**src/hdl/nfcrp_pkg.sv**
```systemverilog
`timescale 1ns / 1ps
// ----------------------------------------------------------------------------
// nfcrp_pkg
// Shared types and constants for the NFC response frame parser.
// ----------------------------------------------------------------------------
package nfcrp_pkg;

    // Frame layout constants
    localparam logic [7:0] PREAMBLE_ZERO = 8'h00;
    localparam logic [7:0] PREAMBLE_END  = 8'hFF;
    localparam logic [7:0] DIR_TO_HOST   = 8'hD5;
    localparam logic [7:0] STATUS_MASK   = 8'h3F;
    localparam logic [7:0] HEADER_BYTES  = 8'd3;

    // Register reset values
    localparam logic [7:0] RESP_CODE_RESET   = 8'h41;
    localparam logic [7:0] MAX_PAYLOAD_RESET = 8'hFF;

    // Register map
    localparam int          APB_ADDR_W   = 3;
    localparam int          APB_DATA_W   = 32;
    localparam logic        REG_RESP_CODE   = 1'b0;
    localparam logic        REG_MAX_PAYLOAD = 1'b1;

    // Result queue depth
    localparam int          RESQ_DEPTH = 4;
    localparam int          RESQ_PTR_W = $clog2(RESQ_DEPTH);
    localparam int          RESQ_CNT_W = $clog2(RESQ_DEPTH + 1);

    typedef enum logic [3:0] {
        PH_DONE    = 4'd0,
        PH_PRE0    = 4'd1,
        PH_PRE1    = 4'd2,
        PH_PRE2    = 4'd3,
        PH_LEN     = 4'd4,
        PH_LCS     = 4'd5,
        PH_TFI     = 4'd6,
        PH_CODE    = 4'd7,
        PH_STATUS  = 4'd8,
        PH_PAYLOAD = 4'd9
    } phase_t;

    typedef enum logic [2:0] {
        V_OK       = 3'd0,
        V_PREAMBLE = 3'd1,
        V_LENGTH   = 3'd2,
        V_RESPONSE = 3'd3,
        V_STATUS   = 3'd4
    } verdict_t;

    typedef enum logic {
        KIND_PAYLOAD = 1'b0,
        KIND_VERDICT = 1'b1
    } kind_t;

    // One result item
    typedef struct packed {
        logic       kind;
        logic [7:0] data;
        logic [2:0] verdict;
        logic [7:0] payload_count;
        logic       last;
    } result_t;

    // Results produced by one input byte
    typedef struct packed {
        logic [1:0] count;
        result_t    first;
        result_t    second;
    } result_pair_t;

    // Register values seen by the parser
    typedef struct packed {
        logic [7:0] expected_response_code;
        logic [7:0] max_payload_bytes;
    } cfg_t;

endpackage

```
**src/hdl/nfcrp_ifs.sv**
```systemverilog
`timescale 1ns / 1ps
// ----------------------------------------------------------------------------
// nfcrp_ifs
// Valid/ready channels for received bytes and for parser results.
// ----------------------------------------------------------------------------
interface nfcrp_rx_if;
    logic       valid;
    logic       ready;
    logic       frame_start;
    logic [7:0] rx_byte;

    modport source (output valid, output frame_start, output rx_byte, input ready);
    modport sink   (input valid, input frame_start, input rx_byte, output ready);
endinterface

interface nfcrp_res_if;
    logic       valid;
    logic       ready;
    logic       kind;
    logic [7:0] data;
    logic [2:0] verdict;
    logic [7:0] payload_count;
    logic       last;

    modport source (output valid, output kind, output data, output verdict,
                    output payload_count, output last, input ready);
    modport sink   (input valid, input kind, input data, input verdict,
                    input payload_count, input last, output ready);
endinterface

```
**src/hdl/nfc_response_frame_parser.sv**
```systemverilog
`timescale 1ns / 1ps
// ----------------------------------------------------------------------------
// nfc_response_frame_parser
// Checks NFC controller response frames byte by byte and forwards payload.
// ----------------------------------------------------------------------------
//  Channel   Dir   Handshake        Contents
//  rx        in    valid/ready      frame_start, rx_byte
//  res       out   valid/ready      kind, data, verdict, payload_count, last
//  APB       in    psel/penable     expected_response_code, max_payload_bytes
//
//  One received byte per cycle; each byte is checked in the cycle it is taken
//  and its results (zero, one or two) enter a four-entry result FIFO.
//  rx.ready is high while the FIFO can hold two more results, so with a
//  result taken every cycle the byte rate is one per clock.
//  The closing payload byte yields two results and drains in two transfers.
//  Reset leaves the parser waiting for a frame start, registers at defaults.
// ----------------------------------------------------------------------------
module nfc_response_frame_parser
    import nfcrp_pkg::*;
(
    input  logic                  clk,
    input  logic                  rst_n,
    nfcrp_rx_if.sink              rx,
    nfcrp_res_if.source           res,
    input  logic                  psel,
    input  logic                  penable,
    input  logic                  pwrite,
    input  logic [APB_ADDR_W-1:0] paddr,
    input  logic [APB_DATA_W-1:0] pwdata,
    output logic [APB_DATA_W-1:0] prdata,
    output logic                  pready
);

    cfg_t         cfg;
    result_pair_t results;
    logic         room;
    logic         accept;

    assign rx.ready = room;
    assign accept   = rx.valid & room;

    // Configuration registers
    nfcrp_regs u_regs (
        .clk     (clk),
        .rst_n   (rst_n),
        .psel    (psel),
        .penable (penable),
        .pwrite  (pwrite),
        .paddr   (paddr),
        .pwdata  (pwdata),
        .prdata  (prdata),
        .pready  (pready),
        .cfg     (cfg)
    );

    // Frame checker
    nfcrp_parser u_parser (
        .clk         (clk),
        .rst_n       (rst_n),
        .accept      (accept),
        .frame_start (rx.frame_start),
        .rx_byte     (rx.rx_byte),
        .cfg         (cfg),
        .results     (results)
    );

    // Result buffer
    nfcrp_result_queue u_queue (
        .clk   (clk),
        .rst_n (rst_n),
        .push  (accept ? results : '0),
        .room  (room),
        .res   (res)
    );

endmodule

```
**src/hdl/nfcrp_regs.sv**
```systemverilog
`timescale 1ns / 1ps
// ----------------------------------------------------------------------------
// nfcrp_regs
// APB-style register file: expected response code and payload limit.
// ----------------------------------------------------------------------------
module nfcrp_regs
    import nfcrp_pkg::*;
(
    input  logic                  clk,
    input  logic                  rst_n,
    input  logic                  psel,
    input  logic                  penable,
    input  logic                  pwrite,
    input  logic [APB_ADDR_W-1:0] paddr,
    input  logic [APB_DATA_W-1:0] pwdata,
    output logic [APB_DATA_W-1:0] prdata,
    output logic                  pready,
    output cfg_t                  cfg
);

    logic [7:0] resp_code_reg;
    logic [7:0] max_payload_reg;
    logic       wr_en;

    assign pready = 1'b1;
    assign wr_en  = psel & penable & pwrite;

    // Register writes, decoded on the word index
    always_ff @(posedge clk or negedge rst_n)
    begin
        if (!rst_n)
        begin
            resp_code_reg   <= RESP_CODE_RESET;
            max_payload_reg <= MAX_PAYLOAD_RESET;
        end
        else if (wr_en)
        begin
            if (paddr[2] == REG_RESP_CODE)
            begin
                resp_code_reg <= pwdata[7:0];
            end
            else
            begin
                max_payload_reg <= pwdata[7:0];
            end
        end
    end

    // Read back
    always_comb
    begin
        if (paddr[2] == REG_MAX_PAYLOAD)
        begin
            prdata = {{(APB_DATA_W-8){1'b0}}, max_payload_reg};
        end
        else
        begin
            prdata = {{(APB_DATA_W-8){1'b0}}, resp_code_reg};
        end
    end

    assign cfg.expected_response_code = resp_code_reg;
    assign cfg.max_payload_bytes      = max_payload_reg;

endmodule

```
**src/hdl/nfcrp_parser.sv**
```systemverilog
`timescale 1ns / 1ps
// ----------------------------------------------------------------------------
// nfcrp_parser
// Per-byte frame state machine; emits up to two results per accepted byte.
// ----------------------------------------------------------------------------
module nfcrp_parser
    import nfcrp_pkg::*;
(
    input  logic         clk,
    input  logic         rst_n,
    input  logic         accept,
    input  logic         frame_start,
    input  logic [7:0]   rx_byte,
    input  cfg_t         cfg,
    output result_pair_t results
);

    phase_t     phase_reg,   phase_next;
    logic [7:0] len_reg,     len_next;
    logic [7:0] left_reg,    left_next;
    logic [7:0] count_reg,   count_next;

    // State registers, advanced only on an input transfer
    always_ff @(posedge clk or negedge rst_n)
    begin
        if (!rst_n)
        begin
            phase_reg <= PH_DONE;
            len_reg   <= 8'd0;
            left_reg  <= 8'd0;
            count_reg <= 8'd0;
        end
        else if (accept)
        begin
            phase_reg <= phase_next;
            len_reg   <= len_next;
            left_reg  <= left_next;
            count_reg <= count_next;
        end
    end

    // Next state and results
    always_comb
    begin
        phase_t     ph;
        logic [7:0] len_sum;
        logic [7:0] n_payload;
        logic [7:0] count_inc;
        logic [7:0] left_dec;
        logic       fail;
        verdict_t   fail_code;

        // frame start restarts the parser on this byte
        ph         = frame_start ? PH_PRE0 : phase_reg;
        len_next   = frame_start ? 8'd0 : len_reg;
        left_next  = frame_start ? 8'd0 : left_reg;
        count_next = frame_start ? 8'd0 : count_reg;
        phase_next = ph;

        len_sum   = len_next + rx_byte;
        n_payload = len_next - HEADER_BYTES;
        if (n_payload > cfg.max_payload_bytes)
        begin
            n_payload = cfg.max_payload_bytes;
        end
        count_inc = count_next + 8'd1;
        left_dec  = left_next - 8'd1;

        fail      = 1'b0;
        fail_code = V_OK;
        results   = '0;

        unique case (ph)
            PH_PRE0:
            begin
                fail       = (rx_byte != PREAMBLE_ZERO);
                fail_code  = V_PREAMBLE;
                phase_next = PH_PRE1;
            end
            PH_PRE1:
            begin
                fail       = (rx_byte != PREAMBLE_ZERO);
                fail_code  = V_PREAMBLE;
                phase_next = PH_PRE2;
            end
            PH_PRE2:
            begin
                fail       = (rx_byte != PREAMBLE_END);
                fail_code  = V_PREAMBLE;
                phase_next = PH_LEN;
            end
            PH_LEN:
            begin
                len_next   = rx_byte;
                phase_next = PH_LCS;
            end
            PH_LCS:
            begin
                fail       = (len_sum != 8'd0) || (len_next < HEADER_BYTES);
                fail_code  = V_LENGTH;
                phase_next = PH_TFI;
            end
            PH_TFI:
            begin
                fail       = (rx_byte != DIR_TO_HOST);
                fail_code  = V_RESPONSE;
                phase_next = PH_CODE;
            end
            PH_CODE:
            begin
                fail       = (rx_byte != cfg.expected_response_code);
                fail_code  = V_RESPONSE;
                phase_next = PH_STATUS;
            end
            PH_STATUS:
            begin
                // limit is latched here; empty payload closes the frame at once
                left_next  = n_payload;
                fail       = ((rx_byte & STATUS_MASK) != 8'd0) || (n_payload == 8'd0);
                fail_code  = ((rx_byte & STATUS_MASK) != 8'd0) ? V_STATUS : V_OK;
                phase_next = PH_PAYLOAD;
            end
            PH_PAYLOAD:
            begin
                count_next            = count_inc;
                left_next             = left_dec;
                results.count         = 2'd1;
                results.first.kind    = KIND_PAYLOAD;
                results.first.data    = rx_byte;
                results.first.verdict = V_OK;
                results.first.payload_count = count_inc;
                results.first.last    = 1'b0;
                // last payload byte also closes the frame
                if (left_dec == 8'd0)
                begin
                    results.count                = 2'd2;
                    results.second.kind          = KIND_VERDICT;
                    results.second.data          = 8'd0;
                    results.second.verdict       = V_OK;
                    results.second.payload_count = count_inc;
                    results.second.last          = 1'b1;
                    phase_next                   = PH_DONE;
                end
            end
            PH_DONE:
            begin
                phase_next = PH_DONE;
            end
            default:
            begin
                phase_next = PH_DONE;
            end
        endcase

        // verdict item on a check that ends the frame
        if (fail)
        begin
            results.count               = 2'd1;
            results.first.kind          = KIND_VERDICT;
            results.first.data          = 8'd0;
            results.first.verdict       = fail_code;
            results.first.payload_count = count_next;
            results.first.last          = 1'b1;
            phase_next                  = PH_DONE;
        end
    end

endmodule

```
**src/hdl/nfcrp_result_queue.sv**
```systemverilog
`timescale 1ns / 1ps
// ----------------------------------------------------------------------------
// nfcrp_result_queue
// Small result FIFO: takes up to two results per cycle, sends one per transfer.
// ----------------------------------------------------------------------------
module nfcrp_result_queue
    import nfcrp_pkg::*;
(
    input  logic         clk,
    input  logic         rst_n,
    input  result_pair_t push,
    output logic         room,
    nfcrp_res_if.source  res
);

    result_t               entry_reg [RESQ_DEPTH];
    logic [RESQ_PTR_W-1:0] wr_ptr_reg, wr_ptr_next;
    logic [RESQ_PTR_W-1:0] rd_ptr_reg, rd_ptr_next;
    logic [RESQ_CNT_W-1:0] fill_reg,   fill_next;
    logic                  pop;
    logic [RESQ_PTR_W-1:0] wr_ptr_plus1;
    result_t               head;

    // room for a full pair, judged on the registered fill level
    assign room         = (fill_reg <= RESQ_CNT_W'(RESQ_DEPTH - 2));
    assign pop          = res.valid & res.ready;
    assign wr_ptr_plus1 = wr_ptr_reg + RESQ_PTR_W'(1);

    // Pointer and fill update
    always_comb
    begin
        wr_ptr_next = wr_ptr_reg + RESQ_PTR_W'(push.count);
        rd_ptr_next = pop ? rd_ptr_reg + RESQ_PTR_W'(1) : rd_ptr_reg;
        fill_next   = fill_reg + RESQ_CNT_W'(push.count) - RESQ_CNT_W'(pop);
    end

    always_ff @(posedge clk or negedge rst_n)
    begin
        if (!rst_n)
        begin
            wr_ptr_reg <= '0;
            rd_ptr_reg <= '0;
            fill_reg   <= '0;
        end
        else
        begin
            wr_ptr_reg <= wr_ptr_next;
            rd_ptr_reg <= rd_ptr_next;
            fill_reg   <= fill_next;
        end
    end

    // Entry storage
    always_ff @(posedge clk)
    begin
        if (push.count != 2'd0)
        begin
            entry_reg[wr_ptr_reg] <= push.first;
        end
        if (push.count == 2'd2)
        begin
            entry_reg[wr_ptr_plus1] <= push.second;
        end
    end

    // Head of queue drives the result channel
    assign head              = entry_reg[rd_ptr_reg];
    assign res.valid         = (fill_reg != '0);
    assign res.kind          = head.kind;
    assign res.data          = head.data;
    assign res.verdict       = head.verdict;
    assign res.payload_count = head.payload_count;
    assign res.last          = head.last;

endmodule
```
**src/flat_wrapper.sv**
```systemverilog
// flat-port wrapper written by rule: the top's interface ports become plain ports
module nfc_response_frame_parser_flat import nfcrp_pkg::*;
  (clk, rst_n, psel, penable, pwrite, paddr, pwdata, prdata, pready, rx_valid, rx_frame_start, rx_rx_byte, rx_ready, res_valid, res_kind, res_data, res_verdict, res_payload_count, res_last, res_ready);
  nfcrp_rx_if rx_i ();
  nfcrp_res_if res_i ();
  input  logic clk;
  input  logic rst_n;
  input  logic psel;
  input  logic penable;
  input  logic pwrite;
  input  logic [APB_ADDR_W-1:0] paddr;
  input  logic [APB_DATA_W-1:0] pwdata;
  output logic [APB_DATA_W-1:0] prdata;
  output logic pready;
  input wire logic [$bits(rx_i.valid)-1:0] rx_valid;
  input wire logic [$bits(rx_i.frame_start)-1:0] rx_frame_start;
  input wire logic [$bits(rx_i.rx_byte)-1:0] rx_rx_byte;
  output wire logic [$bits(rx_i.ready)-1:0] rx_ready;
  output wire logic [$bits(res_i.valid)-1:0] res_valid;
  output wire logic [$bits(res_i.kind)-1:0] res_kind;
  output wire logic [$bits(res_i.data)-1:0] res_data;
  output wire logic [$bits(res_i.verdict)-1:0] res_verdict;
  output wire logic [$bits(res_i.payload_count)-1:0] res_payload_count;
  output wire logic [$bits(res_i.last)-1:0] res_last;
  input wire logic [$bits(res_i.ready)-1:0] res_ready;
  assign rx_i.valid = rx_valid;
  assign rx_i.frame_start = rx_frame_start;
  assign rx_i.rx_byte = rx_rx_byte;
  assign rx_ready = rx_i.ready;
  assign res_valid = res_i.valid;
  assign res_kind = res_i.kind;
  assign res_data = res_i.data;
  assign res_verdict = res_i.verdict;
  assign res_payload_count = res_i.payload_count;
  assign res_last = res_i.last;
  assign res_i.ready = res_ready;
  nfc_response_frame_parser u_core (.clk(clk), .rst_n(rst_n), .rx(rx_i), .res(res_i), .psel(psel), .penable(penable), .pwrite(pwrite), .paddr(paddr), .pwdata(pwdata), .prdata(prdata), .pready(pready));
endmodule
```
**config.mk**
```make
export PLATFORM = sky130hd
export DESIGN_NAME = nfc_response_frame_parser_flat
export DESIGN_NICKNAME = d
export VERILOG_FILES = /design/src/hdl/nfcrp_pkg.sv /design/src/hdl/nfcrp_ifs.sv /design/src/hdl/nfc_response_frame_parser.sv /design/src/hdl/nfcrp_regs.sv /design/src/hdl/nfcrp_parser.sv /design/src/hdl/nfcrp_result_queue.sv /design/src/flat_wrapper.sv
export SDC_FILE = /design/constraint.sdc
export NUM_CORES = 1
export LEC_CHECK = 0
export BUFFER_PORTS_ARGS = -buffer_cell sky130_fd_sc_hd__buf_2
export CORE_ASPECT_RATIO = 1.75
export CORE_MARGIN = 8
export CORE_UTILIZATION = 40
export DETAILED_ROUTE_END_ITERATION = 7
export PLACE_DENSITY = 0.59
export SLEW_MARGIN = 30
export SYNTH_ARGS = -nofsm -noshare
export SYNTH_HDL_FRONTEND = slang
export SYNTH_HIERARCHICAL = 1
export SYNTH_SLANG_ARGS = --single-unit
```
**constraint.sdc**
```tcl
create_clock -name clk -period 7.7 [get_ports clk]
set_input_delay 1.54 -clock clk [delete_from_list [all_inputs] [get_ports clk]]
set_output_delay 1.54 -clock clk [all_outputs]
set_load 0.05 [all_outputs]
```
# ---- Yosys cells after proc, flatten, opt, wreduce, memory -nomap -nowiden
# Memories as Yosys holds them, arrays and structs flattened.
# Cells that the tools add are included.
dict set report classes {
  bitwise_logic 5
  n_lt_le_gt_ge 3
  muxes 24
  n_eq_ne 13
  reduce_logical 14
  n_addsub 9
}
# operator n
set op_table {}
lappend op_table {{44-bit 2-to-1 mux} 2}
lappend op_table {{8-bit 2-to-1 mux} 7}
lappend op_table {{4-bit one-hot mux with 9 select lines} 1}
lappend op_table {{8-bit nonzero test} 3}
lappend op_table {{23-bit 2-to-1 mux} 1}
lappend op_table {{21-bit 2-to-1 mux} 1}
lappend op_table {{4-bit by 3-bit == test with 1-bit output, second input constant} 4}
lappend op_table {{8-bit logical NOT} 2}
lappend op_table {{8-bit inequality test, second input constant} 2}
lappend op_table {{8-bit one-hot mux with 2 select lines} 1}
lappend op_table {{4-bit 2-to-1 mux} 3}
lappend op_table {{3-bit one-hot mux with 4 select lines} 1}
lappend op_table {{8-bit by 1-bit adder with 8-bit output, second input constant} 1}
lappend op_table {{8-bit adder} 1}
lappend op_table {{4-bit by 2-bit == test with 1-bit output, second input constant} 2}
lappend op_table {{4-bit == test, second input constant} 2}
lappend op_table {{8-bit > comparator} 1}
lappend op_table {{8-bit by 2-bit < comparator with 1-bit output, second input constant} 1}
lappend op_table {{8-bit inequality test} 1}
lappend op_table {{8-bit by 1-bit subtractor with 8-bit output, second input constant} 1}
lappend op_table {{8-bit by 2-bit subtractor with 8-bit output, second input constant} 1}
lappend op_table {{1-bit one-hot mux with 6 select lines} 1}
lappend op_table {{2-bit by 1-bit adder with 2-bit output, second input constant} 2}
lappend op_table {{1-bit AND} 4}
lappend op_table {{other kinds (16)} 22}
dict set report word_totals {
  wordCells 78
  output_inout_bits 56
  ramBits 84
  reg_bits 51
  input_bits 51
  mem_count 1
}
# name depth width rd rd_ports_with_merged_regs write_ports line_no
set mem_list {}
lappend mem_list {u_core.u_queue.entry_reg 4 21 1 0 2 nfcrp_result_queue.sv:16} ;# result_t entry_reg [RESQ_DEPTH];

# ---- Logic depth before layout (Yosys ltp)
# Gate-level depths: netlist (run 1).
dict set report depth {
  word_depth 12
  depth_mapped 21
}

# ---- Modules after synthesis
# The synthesis (run 1) kept the hierarchy.
# module n_inst cells_each area_each_um2 seq_area_each_um2
set modules_own_cells {}
lappend modules_own_cells {nfcrp_result_queue 1 243 4675.7 2697.6}
lappend modules_own_cells {nfcrp_parser 1 445 3339.5 700.7}
lappend modules_own_cells {nfcrp_regs 1 70 934.6 412.9}
lappend modules_own_cells {nfc_response_frame_parser 1 53 364.1 0.0}

# ---- Least setup slack after synthesis (run 1)
# Ideal clock, no wire load.
dict set report synth_path {
  kind {input to register}
  start {input port rx_frame_start}
  end {memory u_core/u_queue/entry_reg[0][0] (netlist name), enable pin}
  setup_ps 432
  path_stages 17
  setup_slack_ps 814
  arrival_ps 6454
  required_ps 7268
  path_cell_list {buf_4 > buf_2 > buf_2 > clkbuf_1 > nor2b_1 > fa_1 > a21o_1 > maj3_2 > maj3_1 > o21ai_0 > a211oi_1 > and3_1 > o21a_4 > nand2_1 > and3_1 > nor2_1 > o31ai_1}
}
# item line_no
set synth_rtl {}
lappend synth_rtl {{from (decl)} flat_wrapper.sv:16} ;# input wire logic [$bits(rx_i.frame_start)-1:0] rx_frame_start;
lappend synth_rtl {{to (decl)} nfcrp_result_queue.sv:16}

==> results_dict.tcl, run 1 <==
set metrics [dict create \
    p_clk_share_pct 28.2 \
    p_switching_uw 1130 \
    yosys.area.top_type_share_pct 27.1 \
    synth_flop_cell "edfxtp_1" \
    clk_pin_slew_ns 0.06 \
    internal_power_uw 1800 \
    hold_violations 0 \
    r2r_start "u_core/u_parser/len_reg[4]" \
    dpl.cell_count 1126 \
    grt_usage_pct 15.3 \
    drt_wl_total_um 21700 \
    swShare_pct 38.5 \
    drv_cap 0 \
    yosys.area.top_type "edfxtp_1" \
    final_nets 912 \
    grt_pass1_vias 6579 \
    async_flop_share_pct 37.8 \
    drive_gt1_share_pct 35.0 \
    cts-htree-levels 4 \
    post-route-min-period_ns 5.68 \
    routabilityCongestion 0.893 \
    ff2ff_setup_slack_ns 2.15 \
    ant_nets 0 \
    vias_per_cell 5.46 \
    power.leakage_uw 0.00413 \
    pwr-share-comb_pct 38.3 \
    post-cts-setup-buffer-count 0 \
    worstPathRequired_ns 7.87 \
    rsz0062_at_grt "false" \
    ios 107 \
    finClkSkew_ns 0.00827 \
    status "finished, final reports clean" \
    hold_path_depth 1 \
    end_kind "flip-flop" \
    rows 74 \
    synth_area_leaders "edfxtp_1 27%, dfrtp_1 11%, mux2_2 8.3%" \
    chipWidth_um 131 \
    cp_max_fo 23 \
    drt_iter0_drc 381 \
    yosys_register_bits 135 \
    routedWlPerCell_um 18.8 \
    hold_class "reg -> reg" \
    syn_inst 811 \
    largest_register_ffs 84 \
    max_freq_mhz 176 \
    hold_buffers 0 \
    root_buffer "clkbuf_16" \
    synthesis.area_sq_um 9310 \
    p_total_uw 2930 \
    r2r_cells 17 \
    synth_cell_types 84 \
    cts_tree "built" \
    grt_pass1_wl_um 34700 \
    synth_most_common_cell "edfxtp_1" \
    cts_buffers 17 \
    synth_edf_count 84 \
    initial_utilization_pct 40.2 \
    grt_max_degree 52 \
    first_pass_iters 5 \
    cts.sinks 135 \
    postCtsResizedCells 0 \
    critical_path_class "in -> reg" \
    synthToLayoutAreaGrowth_pct 9.78 \
    io_buffers 55 \
    synthTopCellsByCount "84 x edfxtp_1, 69 x mux2_2, 48 x nor2_1" \
    whs_endpoint "u_core/u_parser/left_reg[7]" \
    vias 6311 \
    dp_hpwl_um 15000 \
    max-slew-margin-rel_pct 49.7 \
    fin_tns_setup_ns 0 \
    nFillCells 2244 \
    synth-warning-count 6 \
    pwr_density_cell_nw_per_um2 287 \
    die-area_sq_um 28600 \
    worst_skew_pair.late_latency_ns 0.42 \
    period_share_pct 73.8 \
    setup_violations 0 \
    instances_no_fill 1156 \
    core_sq_um 23100 \
    r2r_end "u_core/u_queue/entry_reg[2][0]" \
    cp.arrival_ns 5.85 \
    cts_max_path_buffers 2 \
    ir_drop_mv 0.124 \
    diodes 0 \
    worst_pin_slew_ns 0.754 \
    yosysSeqAreaShare_pct 40.9 \
    drv_slew 0 \
    hold_start "u_core/u_parser/left_reg[7]" \
    antenna_found_initial 0 \
    seq_power_share_pct 33.6 \
    chipHeight_um 218 \
    grt_overflow 0 \
    worstSetupStartpointType "input port" \
    syn_avg_cell_area_sq_um 11.5 \
    drc 0 \
]
-- how the worst max path moves through the flow --
stage                         startpoint                              end  slack (ns)  cells after the start
after CTS                 rx_frame_start   u_core/u_queue/entry_reg[2][8]        1.99                     15
after global placement    rx_frame_start  u_core/u_queue/entry_reg[2][16]        1.53                     15
final                     rx_frame_start   u_core/u_queue/entry_reg[2][0]        2.02                     15
after global routing      rx_frame_start   u_core/u_queue/entry_reg[2][8]        1.75                     16
after floorplan           rx_frame_start   u_core/u_queue/entry_reg[0][0]        0.81                     17
after detailed placement  rx_frame_start   u_core/u_queue/entry_reg[2][0]        1.56                     15
-- metrics by stage --
step                      setup WS, ns  instance area, sq um  hold WS (ns)  utilization [%]
after floorplan                  0.814                  9440         0.485                -
after global placement            1.53                  9630         0.504             41.6
after detailed placement          1.56                  9630         0.509             41.6
after CTS                         1.99                 10200         0.531             44.2
after global routing              1.75                 10200         0.536             44.2
final                             2.02                 10200         0.527             44.2
-- power groups by stage --
stage	registers [uW]	logic (uW)	clock network [uW]
2_1_floorplan	955	930	0
3_3_place_gp	995	1130	0
3_5_place_dp	999	1140	0
4_1_cts	984	1140	843
5_1_grt	997	1220	874
6_report	984	1120	826
-- critical path, cell delays in order --
cell	delay (ns)
buf_2	0.33
and3b_1	0.26
fa_1	0.40
xor2_1	0.17
or4_1	0.46
nor3_1	0.20
o2111ai_1	0.14
a211oi_1	0.18
and3_1	0.33
o21a_4	0.22
nand2_1	0.05
and3_1	0.32
and4bb_4	0.59
buf_4	0.32
mux2_4	0.32
-- metal layers --
| metal | wire length, um | track usage [%] | vias up |
|---|---|---|---|
| li1 | - | - | 3012 |
| met1 | 8290 | 14.9 | 3128 |
| met2 | 12100 | 30.1 | 139 |
| met3 | 763 | 3.18 | 32 |
| met4 | 535 | 6.54 | 0 |
| met5 | 0 | 0 | - |
-- placed cells by master (no fill, tap or decap), drive strengths merged, types with 8 or more instances in the layout --
cell | synthesis | final
ha | 18 | 18
nand3 | 12 | 12
a21oi | 27 | 27
mux4 | 21 | 21
conb | 3 | 36
nand2b | 17 | 17
nor2b | 12 | 12
xnor2 | 16 | 16
dfstp | 10 | 10
inv | 26 | 26
edfxtp | 84 | 84
o21ai | 34 | 34
nor3 | 15 | 15
o22ai | 8 | 8
clkbuf | 20 | 19
nand2 | 32 | 32
nor2 | 48 | 48
buf | 70 | 68
and2 | 12 | 12
nor4 | 8 | 8
a22o | 16 | 16
mux2 | 109 | 109
dfrtp | 41 | 41
and3 | 49 | 49
xor2 | 11 | 11
-- layout make-up --
| type | instances | area (sq um) | share of cell area, % |
|---|---|---|---|
| Timing Repair Buffer | 68 | 373 | 3.65 |
| Tap cell | 304 | 380 | 3.72 |
| Inverter | 26 | 100 | 0.979 |
| Clock buffer | 19 | 433 | 4.23 |
| Sequential cell | 135 | 3810 | 37.3 |
| Clock inverter | 11 | 158 | 1.54 |
| Multi-Input combinational cell | 593 | 4970 | 48.6 |
-- cell families after synthesis --
logic type,Yosys count,synth area share (%)
xor+xnor,27,2.54
buf+inv,116,7.29
fa+ha+maj,22,3.08
mux,134,20.3
simple gates,235,15.2
other cells,3,0.121
flops,135,40.9
compound gates,139,10.6
(Power assumes the default switching activity.)
==> run 2, diff against run 1 <==
--- a/config.mk
+++ b/config.mk
@@ -5,12 +5,13 @@
 export SDC_FILE = /design/constraint.sdc
 export NUM_CORES = 1
 export LEC_CHECK = 0
+export ABC_AREA = 1
 export BUFFER_PORTS_ARGS = -buffer_cell sky130_fd_sc_hd__buf_2
 export CORE_ASPECT_RATIO = 1.75
 export CORE_MARGIN = 8
 export CORE_UTILIZATION = 40
 export DETAILED_ROUTE_END_ITERATION = 7
-export PLACE_DENSITY = 0.59
+export PLACE_DENSITY = 0.61
 export SLEW_MARGIN = 30
 export SYNTH_ARGS = -nofsm -noshare
 export SYNTH_HDL_FRONTEND = slang
==> constraint.sdc (replaced) <==
create_clock -name clk -period 4.7 [get_ports clk]
set_input_delay 0.94 -clock clk [delete_from_list [all_inputs] [get_ports clk]]
set_output_delay 0.94 -clock clk [all_outputs]
set_load 0.05 [all_outputs]
==> results_dict.tcl, run 2 <==
set metrics [dict create \
    stdcell_area_sq_um 11200 \
    synth-warning-count 6 \
    max-slew-margin-rel_pct 46.5 \
    diodes 0 \
    ios 107 \
    antenna_found_initial 1 \
    final_common_cell "nand2_1" \
    cts_tree "built" \
    period_share_pct 90.9 \
    pwr_density_cell_nw_per_um2 525 \
    synth_edf_count 84 \
    ant_nets 0 \
    synth_flop_cell "edfxtp_1" \
    grt_pass1_vias 8713 \
    hold_start "u_core/u_regs/max_payload_reg[4]" \
    drt_wl_total_um 26300 \
    cp.arrival_ns 4.46 \
    first_pass_iters 5 \
    cts_buffers 17 \
    yosys.area.top_type_share_pct 25.8 \
    yosysSeqAreaShare_pct 39.0 \
    grt_max_degree 66 \
    routedWlPerCell_um 14.3 \
    initial_utilization_pct 40.6 \
    post-cts-setup-buffer-count 0 \
    crit_slowest_cell "ha_1" \
    drive_gt1_share_pct 14.5 \
    nFillCells 2463 \
    hold_ws_ns 0.471 \
    syn_inst 1429 \
    final_nets 1589 \
    cts.sinks 135 \
    drt_iter0_drc 557 \
    utilization_pct 46.5 \
    vias 9066 \
    cts-htree-levels 4 \
    postCtsResizedCells 0 \
    synth_cell_types 46 \
    yosys_register_bits 135 \
    synthTopCellsByCount "524 x nand2_1, 165 x inv_1, 164 x nor2_1" \
    drv_slew 0 \
    grt_overflow 0 \
    hold_violations 0 \
    rsz0062_at_grt "false" \
    worstSetupStartpointType "input port" \
    io_buffers 55 \
    clk_pin_slew_ns 0.06 \
    hold_class "reg -> reg" \
    r2r_start "u_core/u_parser/len_reg[0]" \
    vias_per_cell 4.93 \
    chipWidth_um 134 \
    cts_max_path_buffers 2 \
    critical_path_class "in -> reg" \
    cp-startpoint "rx_frame_start" \
    syn_avg_cell_area_sq_um 6.83 \
    core_sq_um 24000 \
    register_area_sq_um 3810 \
    grt_pass1_wl_um 42600 \
    p_total_uw 5870 \
    die-area_sq_um 29900 \
    worst_pin_slew_ns 0.800 \
    synth_area_leaders "edfxtp_1 26%, nand2_1 20%, dfrtp_1 11%" \
    finClkSkew_ns 0.00928 \
    routabilityCongestion 0.897 \
    worst_skew_pair.late_latency_ns 0.44 \
    largest_register_ffs 84 \
    synth_most_common_cell "nand2_1" \
    post-route-min-period_ns 4.27 \
    async_flop_share_pct 37.8 \
    rows 75 \
    worstPathRequired_ns 4.88 \
    synthesis.area_sq_um 9760 \
    drc 0 \
    placed_area_sq_um 10600 \
    chipHeight_um 223 \
    root_buffer "clkbuf_16" \
    layout_common_cells "521 x nand2_1, 165 x inv_1, 163 x nor2_1, 126 x nand3_1, 84 x edfxtp_1" \
    cp_max_fo 36 \
    grt_usage_pct 18.0 \
    slowest_delay_ns 0.29 \
    setup_violations 0 \
    hold_buffers 0 \
    ir_drop_mv 0.257 \
    synthToLayoutAreaGrowth_pct 14.5 \
    cp_common_cell "nand2_1" \
    multi_input_area_sq_um 4790 \
    power.leakage_uw 0.00547 \
    dp_hpwl_um 19200 \
    status "finished, final reports clean" \
    yosys.area.top_type "edfxtp_1" \
    max_freq_mhz 234 \
    end_kind "flip-flop" \
    drv_cap 0 \
]
[run 2: worst paths after layout]
path	end	slack, ns	depth (start not counted)
worst max-delay path	u_core/u_queue/entry_reg[1][0]	0.43	34
min in group asynchronous	u_core/u_parser/left_reg[6]	0.63	2
worst min-delay path	u_core/u_regs/max_payload_reg[4]	0.47	2
worst min register to register	u_core/u_regs/max_payload_reg[4]	0.47	2
worst max register to register	u_core/u_queue/entry_reg[1][0]	0.78	32
max in group asynchronous	u_core/u_parser/len_reg[7]	3.57	2
[run 2: layout make-up]
type / instances / share of cell area (%)
multi-input combinational: 1056 / 42.8
sequential: 135 / 34.1
timing repair buffer: 133 / 8.26
inverter: 175 / 5.99
clock buffer: 20 / 4.00
tap: 308 / 3.45
clock inverter: 12 / 1.37
[run 2: worst max-delay path, delay by kind of cell]
family        cells  cell delay, ns
fa+ha+maj         1            0.29
buf+inv          12            1.23
simple gates     21            1.94
[run 2: per-layer routing]
metal / global-route usage, % / part of all wire [%] / up-vias
met5: 0 / 0.046 / -
met4: 9.72 / 3.7 / 2
met3: 3.68 / 5.2 / 71
met1: 17.8 / 38 / 4120
met2: 33.8 / 53 / 258
li1: - / - / 4615
[run 2: kinds of logic after synthesis]
group | Yosys count | share of synthesized area (%)
flops | 135 | 39.0
other cells | 3 | 0.115
compound gates | 126 | 7.01
buf+inv | 271 | 13.4
xor+xnor | 4 | 0.359
fa+ha+maj | 20 | 2.72
simple gates | 870 | 37.3
[run 2: per-stage QoR]
| step | setup WS [ns] | instances | setup TNS, ns |
|---|---|---|---|
| floorplan | 0.0642 | 1462 | 0 |
| global placement | -0.138 | 1807 | -1.23 |
| detailed placement | 0.0279 | 1807 | 0 |
| CTS | 0.477 | 1839 | 0 |
| global route | 0.0470 | 1839 | 0 |
| finish | 0.429 | 1839 | 0 |
[run 2: where the power goes]
| group | leakage (uW) | switching [uW] | total, uW | internal (uW) |
|---|---|---|---|---|
| Combinational | 0.00380 | 2000 | 2870 | 868 |
| Sequential | 0.00138 | 144 | 1630 | 1490 |
| Clock | 0.000284 | 521 | 1370 | 846 |
==> run 3, diff against run 2 <==
--- a/config.mk
+++ b/config.mk
@@ -7,11 +7,11 @@
 export LEC_CHECK = 0
 export ABC_AREA = 1
 export BUFFER_PORTS_ARGS = -buffer_cell sky130_fd_sc_hd__buf_2
-export CORE_ASPECT_RATIO = 1.75
+export CORE_ASPECT_RATIO = 1.1
 export CORE_MARGIN = 8
-export CORE_UTILIZATION = 40
+export CORE_UTILIZATION = 38
 export DETAILED_ROUTE_END_ITERATION = 7
-export PLACE_DENSITY = 0.61
+export PLACE_DENSITY = 0.59
 export SLEW_MARGIN = 30
 export SYNTH_ARGS = -nofsm -noshare
 export SYNTH_HDL_FRONTEND = slang
==> constraint.sdc (replaced) <==
create_clock -name clk -period 3.8 [get_ports clk]
set_input_delay 0.76 -clock clk [delete_from_list [all_inputs] [get_ports clk]]
set_output_delay 0.76 -clock clk [all_outputs]
set_load 0.05 [all_outputs]
==> results_dict.tcl, run 3 (synthesized netlist as in run 2, its figures left out) <==
set metrics [dict create \
    chipWidth_um 169 \
    die-area_sq_um 31100 \
    vias_per_cell 4.90 \
    hold_ws_ns 0.257 \
    cts_max_path_buffers 2 \
    hold_violations 0 \
    register_area_sq_um 3810 \
    period_share_pct 102 \
    initial_utilization_pct 38.6 \
    multi_input_area_sq_um 5680 \
    vias 9575 \
    setup_slack_ns -0.0781 \
    end_kind "flip-flop" \
    largest_register_ffs 84 \
    setup_violations 65 \
    routedWlPerCell_um 15.6 \
    critical_path_class "in -> reg" \
    cp_max_fo 7 \
    rsz0062_at_grt "true" \
    first_pass_iters 5 \
    drt_wl_total_um 30400 \
    routabilityCongestion 0.877 \
    cts_buffers 17 \
    drv_cap 0 \
    power.leakage_uw 0.00621 \
    violations "setup timing" \
    grt_usage_pct 17.7 \
    drive_gt1_share_pct 28.1 \
    hold_class "in -> async" \
    drt_iter0_drc 660 \
    rows 61 \
    drc 0 \
    status "complete, but fails checks" \
    cp_common_cell "nand2_2" \
    grt_pass1_vias 8964 \
    ff2ff_setup_slack_ns -0.02 \
    worstSetupStartpointType "input port" \
    pwr_density_cell_nw_per_um2 622 \
    drv_slew 0 \
    dp_hpwl_um 19500 \
    nFillCells 2380 \
    r2r_start "u_core/u_parser/len_reg[0]" \
    worst_pin_slew_ns 0.814 \
    r2r_end "u_core/u_queue/entry_reg[2][20]" \
    grt_overflow 0 \
    ir_drop_mv 0.451 \
    diodes 0 \
    antenna_found_initial 0 \
    worst_skew_pair.late_latency_ns 0.43 \
    grt_max_degree 57 \
    cts-htree-levels 4 \
    chipHeight_um 184 \
    worstPathRequired_ns 3.97 \
    max-slew-margin-rel_pct 45.7 \
    synthToLayoutAreaGrowth_pct 33.5 \
    final_common_cell "nand2_1" \
    crit_buf_inv 14 \
    r2r_cells 34 \
    ant_nets 0 \
    post-route-min-period_ns 3.88 \
    grt_pass1_wl_um 44400 \
    fin_tns_setup_ns -2.23 \
    cp.arrival_ns 4.05 \
    clk_pin_slew_ns 0.07 \
    core_sq_um 25300 \
    crit_slowest_cell "ha_1" \
    io_buffers 55 \
    cts.sinks 135 \
    path_delay_family "simple AND/OR/NAND/NOR gates" \
    cts_tree "built" \
    final_nets 1666 \
    ios 107 \
    slowest_delay_ns 0.28 \
    max_freq_mhz 258 \
    root_buffer "clkbuf_16" \
    utilization_pct 51.6 \
    finClkSkew_ns 0.0217 \
    layout_common_cells "414 x nand2_1, 156 x inv_1, 149 x nor2_1, 113 x nand3_1, 108 x buf_4" \
]
-- run 3: worst register-to-register path, delay by kind of cell, from the launching register on --
family,cells,cell delay [ns]
and+or+nand+nor,21,1.88
buffers and inverters,12,0.98
DFF,1,0.44
adders and majority gates,1,0.27
-- run 3: area by class of cell --
type                    count  area share, %
well taps                 346           3.32
repair buffers            203           13.8
clock buffers              18           3.29
repair inverters            2          0.134
clock inverters            14           1.23
flip-flops and latches    135           29.3
inverters                 175           5.31
multi-input cells        1061           43.6
-- run 3: per-stage QoR --
step           instances  total power [uW]  area [sq um]  setup WS [ns]
2_1_floorplan       1462              4610         10000         -0.330
4_1_cts             1917              7480         11700        0.00317
6_report            1954              8110         13000        -0.0781
5_1_grt             1954              8610         13000         -0.210
3_5_place_dp        1881              5710         10900         -0.693
3_3_place_gp        1881              5660         10900         -0.622
-- run 3: report_power, final --
group          total [uW]  leakage (uW)  internal [uW]  switching (uW)
sequential           2040       0.00138           1840             204
combinational        4370       0.00455           1470            2900
clock                1700      0.000281            984             715
total                8110       0.00621           4290            3820
-- run 3: metal layers --
layer	global-route usage [%]	wire length, um	share of wire, %
met1	21.7	12600	42
met2	31.1	14900	49
met3	2.67	1740	5.7
met4	6.68	1100	3.6
met5	0	0	0
-- run 3: worst max path at each step --
stage	start	endpoint	slack [ns]	cells past startpoint
2_1_floorplan	rx_frame_start	u_core/u_queue/entry_reg[3][0]	-0.33	34
3_3_place_gp	rx_frame_start	u_core/u_queue/entry_reg[3][6]	-0.62	27
3_5_place_dp	rx_frame_start	u_core/u_queue/entry_reg[3][6]	-0.69	25
4_1_cts	rx_frame_start	u_core/u_queue/entry_reg[3][8]	0.003	36
5_1_grt	rx_frame_start	u_core/u_queue/entry_reg[2][20]	-0.21	36
6_report	rx_frame_start	u_core/u_queue/entry_reg[2][20]	-0.08	36
-- run 3: timing repair --
action                     CTS  global route
hold endpoints to repair     0             0
pin swaps                    8            71
cloned                       3            16
buffers inserted             2            22
setup endpoints to repair  164           170
gates resized for setup     24           230
hold buffers                 0             0
